**src/hw/rtl/edmc_pkg.sv**
```systemverilog
// ----------------------------------------------------------------------------
// Encoder distance motion control package
// Transaction types, command codes and motion constants shared by the core.
// ----------------------------------------------------------------------------
package edmc_pkg;

  localparam logic [1:0] MODE_TICK   = 2'd0;
  localparam logic [1:0] MODE_START  = 2'd1;
  localparam logic [1:0] MODE_DRIVE  = 2'd2;

  localparam logic [1:0] KIND_GO     = 2'd0;
  localparam logic [1:0] KIND_BACK   = 2'd1;
  localparam logic [1:0] KIND_LEFT   = 2'd2;
  localparam logic [1:0] KIND_RIGHT  = 2'd3;

  localparam logic CFG_SAMPLING_ENABLE = 1'b0;
  localparam logic CFG_SAMPLE_PERIOD   = 1'b1;

  localparam logic [7:0] DEFAULT_PERIOD = 8'd20;

  localparam int DRIVE_LIMIT = 1000;
  localparam int GO_DUTY     = 150;
  localparam int TURN_DUTY   = 100;
  localparam int BACK_GOAL   = 240;
  localparam int SIDE_GOAL   = 120;
  localparam int SCALE_NUM   = 100;
  localparam int SCALE_DEN   = 13 * 2 * 30;

  // Turn goals scaled by SCALE_DEN / SCALE_NUM divide exactly.
  localparam logic signed [31:0] BACK_TRAVEL = 32'(BACK_GOAL * SCALE_DEN / SCALE_NUM);
  localparam logic signed [31:0] SIDE_TRAVEL = 32'(SIDE_GOAL * SCALE_DEN / SCALE_NUM);

  typedef struct packed {
    logic [1:0]         mode;
    logic [1:0]         motion_kind;
    logic signed [15:0] goal_distance;
    logic signed [7:0]  left_step;
    logic signed [7:0]  right_step;
    logic signed [15:0] drive_a;
    logic signed [15:0] drive_b;
  } in_item_t;

  typedef struct packed {
    logic [9:0]         duty_a;
    logic               forward_a;
    logic [9:0]         duty_b;
    logic               forward_b;
    logic               moving;
    logic               motion_done;
    logic signed [15:0] left_speed;
    logic signed [15:0] right_speed;
    logic signed [31:0] left_travel;
    logic signed [31:0] right_travel;
  } out_item_t;

endpackage

```
**src/hw/rtl/encoder_distance_motion_control_core.sv**
```systemverilog
// ----------------------------------------------------------------------------
// Encoder distance motion control core
// Drives two DC motors, samples encoder speeds and ends distance-limited
// motions when the scaled travel reaches its goal.
//
//   Channel | Ports                              | Payload
//   --------+------------------------------------+-------------
//   input   | in_valid, in_stall, in_item        | in_item_t
//   result  | out_valid, out_stall, out_item     | out_item_t
//   config  | cfg_we, cfg_index, cfg_wdata       | 8-bit data
//
// Each transaction is registered, processed and placed in the result register,
// so the core takes one transaction per cycle while the result side does not
// stall. Reset is synchronous and clears the valid flags, configuration and
// motion state with no clearing pass; the item registers are not reset.
// A stall on the result side holds the result register and backs up into
// the input register; new transactions are refused only when both are full.
// ----------------------------------------------------------------------------
module encoder_distance_motion_control_core (
  input  logic                clk,
  input  logic                rst_n,
  input  logic                in_valid,
  output logic                in_stall,
  input  edmc_pkg::in_item_t  in_item,
  output logic                out_valid,
  input  logic                out_stall,
  output edmc_pkg::out_item_t out_item,
  input  logic                cfg_we,
  input  logic                cfg_index,
  input  logic [7:0]          cfg_wdata
);
  import edmc_pkg::*;

  logic               s1_valid_r;
  in_item_t           s1_item_r;
  logic               out_valid_r;
  out_item_t          out_item_r;
  out_item_t          out_item_nxt;

  logic               sampling_enable_r;
  logic [7:0]         sample_period_r;

  logic [7:0]         tick_divider_r, tick_divider_nxt;
  logic [15:0]        left_window_r, left_window_nxt;
  logic [15:0]        right_window_r, right_window_nxt;
  logic [15:0]        left_speed_r, left_speed_nxt;
  logic [15:0]        right_speed_r, right_speed_nxt;
  logic signed [31:0] left_travel_r, left_travel_nxt;
  logic signed [31:0] right_travel_r, right_travel_nxt;
  logic               busy_r, busy_nxt;
  logic [1:0]         active_kind_r, active_kind_nxt;
  logic signed [21:0] goal_scaled_r, goal_scaled_nxt;
  logic signed [10:0] drive_a_r, drive_a_nxt;
  logic signed [10:0] drive_b_r, drive_b_nxt;

  logic               s1_adv;
  logic               out_free;
  logic               in_acc;

  logic [15:0]        lw_sum, rw_sum;
  logic [7:0]         div_inc;
  logic               latch;
  logic signed [31:0] l_new, r_new;
  logic signed [34:0] l5, r5;
  logic signed [21:0] g22;
  logic               finished;
  logic               done;

  function automatic logic signed [10:0] clamp_drive(input logic signed [15:0] v);
    logic signed [10:0] res;
    if (v > 16'sd1000) begin
      res = 11'(DRIVE_LIMIT);
    end else if (v < -16'sd1000) begin
      res = -11'sd1000;
    end else begin
      res = v[10:0];
    end
    return res;
  endfunction

  function automatic logic [9:0] drive_mag(input logic signed [10:0] d);
    logic signed [10:0] m;
    m = (d < 11'sd0) ? -d : d;
    return m[9:0];
  endfunction

  assign out_free  = !out_valid_r || !out_stall;
  assign s1_adv    = s1_valid_r && out_free;
  assign in_stall  = s1_valid_r && !out_free;
  assign in_acc    = in_valid && !in_stall;
  assign out_valid = out_valid_r;
  assign out_item  = out_item_r;

  always_comb begin
    lw_sum   = left_window_r + 16'(s1_item_r.left_step);
    rw_sum   = right_window_r + 16'(s1_item_r.right_step);
    div_inc  = tick_divider_r + 8'd1;
    latch    = sampling_enable_r && (div_inc >= sample_period_r);
    l_new    = left_travel_r;
    r_new    = right_travel_r;
    if (latch && busy_r) begin
      l_new = left_travel_r + 32'(signed'(-lw_sum));
      r_new = right_travel_r + 32'(signed'(rw_sum));
    end
    l5 = (35'(l_new) <<< 2) + 35'(l_new);
    r5 = (35'(r_new) <<< 2) + 35'(r_new);

    case (active_kind_r)
      KIND_GO: begin
        finished = (l5 >= 35'(goal_scaled_r)) || (r5 >= 35'(goal_scaled_r));
      end
      KIND_BACK: begin
        finished = (l_new <= -BACK_TRAVEL) || (r_new >= BACK_TRAVEL);
      end
      KIND_LEFT: begin
        finished = (l_new <= -SIDE_TRAVEL) || (r_new >= SIDE_TRAVEL);
      end
      default: begin
        finished = (l_new >= SIDE_TRAVEL) || (r_new <= -SIDE_TRAVEL);
      end
    endcase

    g22 = 22'(s1_item_r.goal_distance);

    tick_divider_nxt = tick_divider_r;
    left_window_nxt  = left_window_r;
    right_window_nxt = right_window_r;
    left_speed_nxt   = left_speed_r;
    right_speed_nxt  = right_speed_r;
    left_travel_nxt  = left_travel_r;
    right_travel_nxt = right_travel_r;
    busy_nxt         = busy_r;
    active_kind_nxt  = active_kind_r;
    goal_scaled_nxt  = goal_scaled_r;
    drive_a_nxt      = drive_a_r;
    drive_b_nxt      = drive_b_r;
    done             = 1'b0;

    case (s1_item_r.mode)
      MODE_TICK: begin
        left_window_nxt  = lw_sum;
        right_window_nxt = rw_sum;
        if (sampling_enable_r) begin
          tick_divider_nxt = div_inc;
        end
        if (latch) begin
          tick_divider_nxt = 8'd0;
          left_speed_nxt   = -lw_sum;
          right_speed_nxt  = rw_sum;
          left_window_nxt  = 16'd0;
          right_window_nxt = 16'd0;
          left_travel_nxt  = l_new;
          right_travel_nxt = r_new;
        end
        if (busy_r && finished) begin
          drive_a_nxt = 11'sd0;
          drive_b_nxt = 11'sd0;
          busy_nxt    = 1'b0;
          done        = 1'b1;
        end
      end
      MODE_START: begin
        active_kind_nxt  = s1_item_r.motion_kind;
        goal_scaled_nxt  = (g22 <<< 5) + (g22 <<< 2) + (g22 <<< 1) + g22;
        left_travel_nxt  = 32'sd0;
        right_travel_nxt = 32'sd0;
        busy_nxt         = 1'b1;
        case (s1_item_r.motion_kind)
          KIND_GO: begin
            drive_a_nxt = 11'(GO_DUTY);
            drive_b_nxt = 11'(GO_DUTY);
          end
          KIND_BACK, KIND_LEFT: begin
            drive_a_nxt = -11'(TURN_DUTY);
            drive_b_nxt = 11'(TURN_DUTY);
          end
          default: begin
            drive_a_nxt = 11'(TURN_DUTY);
            drive_b_nxt = -11'(TURN_DUTY);
          end
        endcase
        if (s1_item_r.motion_kind == KIND_GO && s1_item_r.goal_distance <= 16'sd0) begin
          drive_a_nxt = 11'sd0;
          drive_b_nxt = 11'sd0;
          busy_nxt    = 1'b0;
          done        = 1'b1;
        end
      end
      MODE_DRIVE: begin
        drive_a_nxt = clamp_drive(s1_item_r.drive_a);
        drive_b_nxt = clamp_drive(s1_item_r.drive_b);
        busy_nxt    = 1'b0;
      end
      default: begin
      end
    endcase

    out_item_nxt.duty_a       = drive_mag(drive_a_nxt);
    out_item_nxt.forward_a    = drive_a_nxt > 11'sd0;
    out_item_nxt.duty_b       = drive_mag(drive_b_nxt);
    out_item_nxt.forward_b    = drive_b_nxt > 11'sd0;
    out_item_nxt.moving       = busy_nxt;
    out_item_nxt.motion_done  = done;
    out_item_nxt.left_speed   = left_speed_nxt;
    out_item_nxt.right_speed  = right_speed_nxt;
    out_item_nxt.left_travel  = left_travel_nxt;
    out_item_nxt.right_travel = right_travel_nxt;
  end

  always_ff @(posedge clk) begin
    if (!rst_n) begin
      s1_valid_r        <= 1'b0;
      out_valid_r       <= 1'b0;
      sampling_enable_r <= 1'b0;
      sample_period_r   <= DEFAULT_PERIOD;
      tick_divider_r    <= 8'd0;
      left_window_r     <= 16'd0;
      right_window_r    <= 16'd0;
      left_speed_r      <= 16'd0;
      right_speed_r     <= 16'd0;
      left_travel_r     <= 32'sd0;
      right_travel_r    <= 32'sd0;
      busy_r            <= 1'b0;
      active_kind_r     <= KIND_GO;
      goal_scaled_r     <= 22'sd0;
      drive_a_r         <= 11'sd0;
      drive_b_r         <= 11'sd0;
    end else begin
      s1_valid_r  <= in_acc || (s1_valid_r && !s1_adv);
      out_valid_r <= s1_adv || (out_valid_r && out_stall);
      if (cfg_we) begin
        if (cfg_index == CFG_SAMPLING_ENABLE) begin
          sampling_enable_r <= cfg_wdata[0];
        end else begin
          sample_period_r <= cfg_wdata;
        end
      end
      if (s1_adv) begin
        tick_divider_r <= tick_divider_nxt;
        left_window_r  <= left_window_nxt;
        right_window_r <= right_window_nxt;
        left_speed_r   <= left_speed_nxt;
        right_speed_r  <= right_speed_nxt;
        left_travel_r  <= left_travel_nxt;
        right_travel_r <= right_travel_nxt;
        busy_r         <= busy_nxt;
        active_kind_r  <= active_kind_nxt;
        goal_scaled_r  <= goal_scaled_nxt;
        drive_a_r      <= drive_a_nxt;
        drive_b_r      <= drive_b_nxt;
      end
    end
  end

  always_ff @(posedge clk) begin
    if (in_acc) begin
      s1_item_r <= in_item;
    end
    if (s1_adv) begin
      out_item_r <= out_item_nxt;
    end
  end

endmodule
```
**config.mk**
```make
export PLATFORM = sky130hd
export DESIGN_NAME = encoder_distance_motion_control_core
export DESIGN_NICKNAME = d
export VERILOG_FILES = /design/src/hw/rtl/edmc_pkg.sv /design/src/hw/rtl/encoder_distance_motion_control_core.sv
export SDC_FILE = /design/constraint.sdc
export NUM_CORES = 1
export LEC_CHECK = 0
export BUFFER_PORTS_ARGS = -buffer_cell sky130_fd_sc_hd__buf_4
export CORE_MARGIN = 3
export CORE_UTILIZATION = 50
export CTS_BUF_LIST = sky130_fd_sc_hd__clkbuf_4
export CTS_CLUSTER_DIAMETER = 80
export DETAILED_ROUTE_END_ITERATION = 6
export PLACE_DENSITY = 0.68
export SYNTH_ARGS = -nofsm -noshare
export SYNTH_HDL_FRONTEND = slang
export SYNTH_SLANG_ARGS = --single-unit
```
**constraint.sdc**
```tcl
create_clock -name clk -period 27.8 [get_ports clk]
set_clock_uncertainty 0.15 [all_clocks]
set_input_delay 5.56 -clock clk [delete_from_list [all_inputs] [get_ports clk]]
set_output_delay 5.56 -clock clk [all_outputs]
set_load 0.005 [all_outputs]
```
==> impl_metrics.toml <==
[clocking]
clk_latency_ps = 880
clock-sinks = 382
cts_tree = "yes"
cts_max_level = 3
clockBufferDepth = 3
cts.repair.resized = 0
cts_root_buf = "clkbuf_4"
clk_pin_slew_ps = 70
cts_made_buffers = 103
cts_hold_buf = 0
post-cts-setup-buffer-count = 0

[sta]
relSlewSlack = 0.1707
period_share = 0.4502
setup_viol = 0
finalHoldViolCount = 0
fin_tns_setup_ps = 0
fmax_mhz = 79.91
period_minus_slack_ps = 12510
rsz0062_at_grt = "no"
slew_viol_final = 0
worst_pin_slew_ps = 1239

[setup_path]
worst_path_most_repeated_cell = "a21oi_1"
worst-endpoint-arrival_ps = 12990
cp.required_ps = 28270
cp_max_fo = 12
end_kind = "flop"
regToRegSetupSlack_ps = 15290
start_kind = "flop"
slowest_stage = "a221oi_1"
crit_type = "reg -> reg"
path_delay_family = "compound AO/OA/AOI/OAI gates"
cp_slowest_stage_delay_ps = 580
crit_buf_inv = 1

[detailed_routing]
wl_per_cell_microns = 20.49
first_iter_violations = 1838
drcViolationCount = 0
firstDrtPassIters = 6
routed_wl_microns = 84040
drtAntennaViolNets = 0
via_per_inst = 6.024
num_vias = 24710

[placed_design]
place.gp.congestion = 0.9737
dp_cells = 3905
portBuffers = 203
dp_hpwl_microns = 63180

[yosys]
yosys.cell_types.count = 99
synth_edf_count = 188
seq_area_frac_synth = 0.3464
netlist_instances = 3096
yosys.area.top_type_share = 0.2052
ys_ff_latch = 382
synth_area_leaders = "edfxtp_1 21%, dfxtp_1 14%, ha_1 12%"
synth_fp_nets = 3485
yosysTopAreaCell = "edfxtp_1"
synth_area_sq_um = 27510
avgSynthCellArea_sq_um = 8.884
ys_warn_count = 0
ys.flop_type = "dfxtp_1"
synthArstFlopShare = 0

[flow_run]
maxCapViolations = 0

[layout]
area_growth_pct = 12.90
stdcell_count = 4102
nNetsFinal = 3703
drive_gt1_frac = 0.1419
fillCellCount = 4934
most-common-layout-cells = "384 x nand2_1, 294 x a21oi_1, 274 x ha_1"
final_common_cell = "nand2_1"

[power]
power_w = 0.001463
powerDensity_nw_per_um2 = 47.11
power_leakage_nw = 13.17
ir_drop_mv = 0.04640

[global_route]
grt_usage = 0.2849
grt_pass1_wl_microns = 130000
antenna_found_initial = 4
grt.overflow.total = 0
grt_pass1_vias = 23890
grt_max_degree = 104

[floorplanning]
die_h_microns = 240.5
rows = 85
start_util = 0.5081
die_w_microns = 240.5
fp.dieArea_sq_um = 57860
io_pins = 204
fp.coreArea_sq_um = 54130

[worst_hold_path]
hold_class = "reg -> reg"

[run_status]
status = "completed"
## cells by family (layout without fill, tap and decap cells)
group / Yosys count / after routing / share of synthesized area
simple gates: 995 / 995 / 0.1653
compound gates: 911 / 911 / 0.2201
flops: 382 / 382 / 0.3464
fa+ha+maj: 307 / 307 / 0.1487
buf+inv: 261 / 568 / 0.03780
xor+xnor: 181 / 181 / 0.05841
mux: 59 / 59 / 0.02329
other cells: 0 / 3 / 0
## state kept, by name (all words and copies together), names as in the netlist, 2 cells and up
signal           count
tick_divider_r       8
right_window_r      16
left_window_r       16
out_item           120
left_travel_r       32
right_travel_r      32
active_kind_r        2
drive_b_r           11
s1_item_r           52
goal_scaled_r       22
sample_period_r      8
g22                 16
right_speed_r       16
drive_a_r           11
left_speed_r        16
## per-stage QoR
stage	hold slack [ps]	setup WS, ps	instance area, sq um	utilization
floorplan	281.9	16360	27510	-
global placement	288.3	15850	29640	0.5475
detailed placement	296.8	15470	29640	0.5475
CTS	305.9	15450	31050	0.5736
global route	327.2	14540	31060	0.5737
finish	302.3	15290	31060	0.5737
## cell usage after synthesis, types with 11 or more instances
library cell / count
o21bai_1: 41
nor4_1: 21
and3_1: 26
a22oi_1: 22
a211oi_1: 46
nand2_1: 385
o21a_1: 39
nand3_1: 65
and2_1: 19
xnor2_1: 121
a21o_1: 78
fa_1: 33
nand4_1: 35
a21oi_1: 294
o211ai_1: 20
inv_1: 148
nor2_1: 259
o21ai_0: 137
nor3_1: 88
mux2i_1: 22
a21boi_0: 12
o31ai_1: 15
xor2_1: 58
nand2b_1: 19
ha_1: 274
a41oi_1: 12
clkbuf_1: 91
or2_2: 11
a31oi_1: 24
mux2_2: 36
a22o_1: 41
nor2b_1: 17
dfxtp_1: 194
edfxtp_1: 188
a211o_1: 14
## final cells by class
type	count	area (sq um)	share of cell area
clock inverter	49	322.8	0.01039
sequential	382	9529	0.3068
antenna	3	7.507	0.0002417
clock buffer	145	1089	0.03505
multi-input combinational	2453	16980	0.5468
timing repair buffer	224	1682	0.05415
inverter	150	575.6	0.01853
tap	696	870.8	0.02804
## path summary, 6_finish.rpt
check | from | endpoint | cells past startpoint
setup reg to reg | s1_item_r[32] | out_item[118] | 48
hold reg to reg | goal_scaled_r[9] | goal_scaled_r[9] | 2
setup / recovery | s1_item_r[32] | out_item[118] | 48
hold / removal | goal_scaled_r[9] | goal_scaled_r[9] | 2
## tightest hold or removal path, delay by kind of cell (launching register included)
| family | cells | cell delay [ps] |
|---|---|---|
| AO/OA/AOI/OAI | 1 | 50 |
| AND/OR/NAND/NOR | 1 | 50 |
| flip-flops | 1 | 310 |
## per-layer routing
layer  GRT usage  vias to the layer above  wire, microns  share of wire
met4      0.1102                        0           3296          0.039
met5           0                        -              0              0
met1      0.3709                    11740          36310           0.43
li1            -                    11880              -              -
met3     0.05474                      213           5315          0.063
met2      0.4708                      879          39120           0.47
## report_power, final
group,internal [W],switching (W),leakage [nW]
registers,0.000616,0.0000175,3.37
logic,0.000119,0.000175,8.97
clock network,0.000281,0.000254,0.827
total,0.00102,0.000447,13.2
No activity file was read; power rests on OpenSTA's default activity.
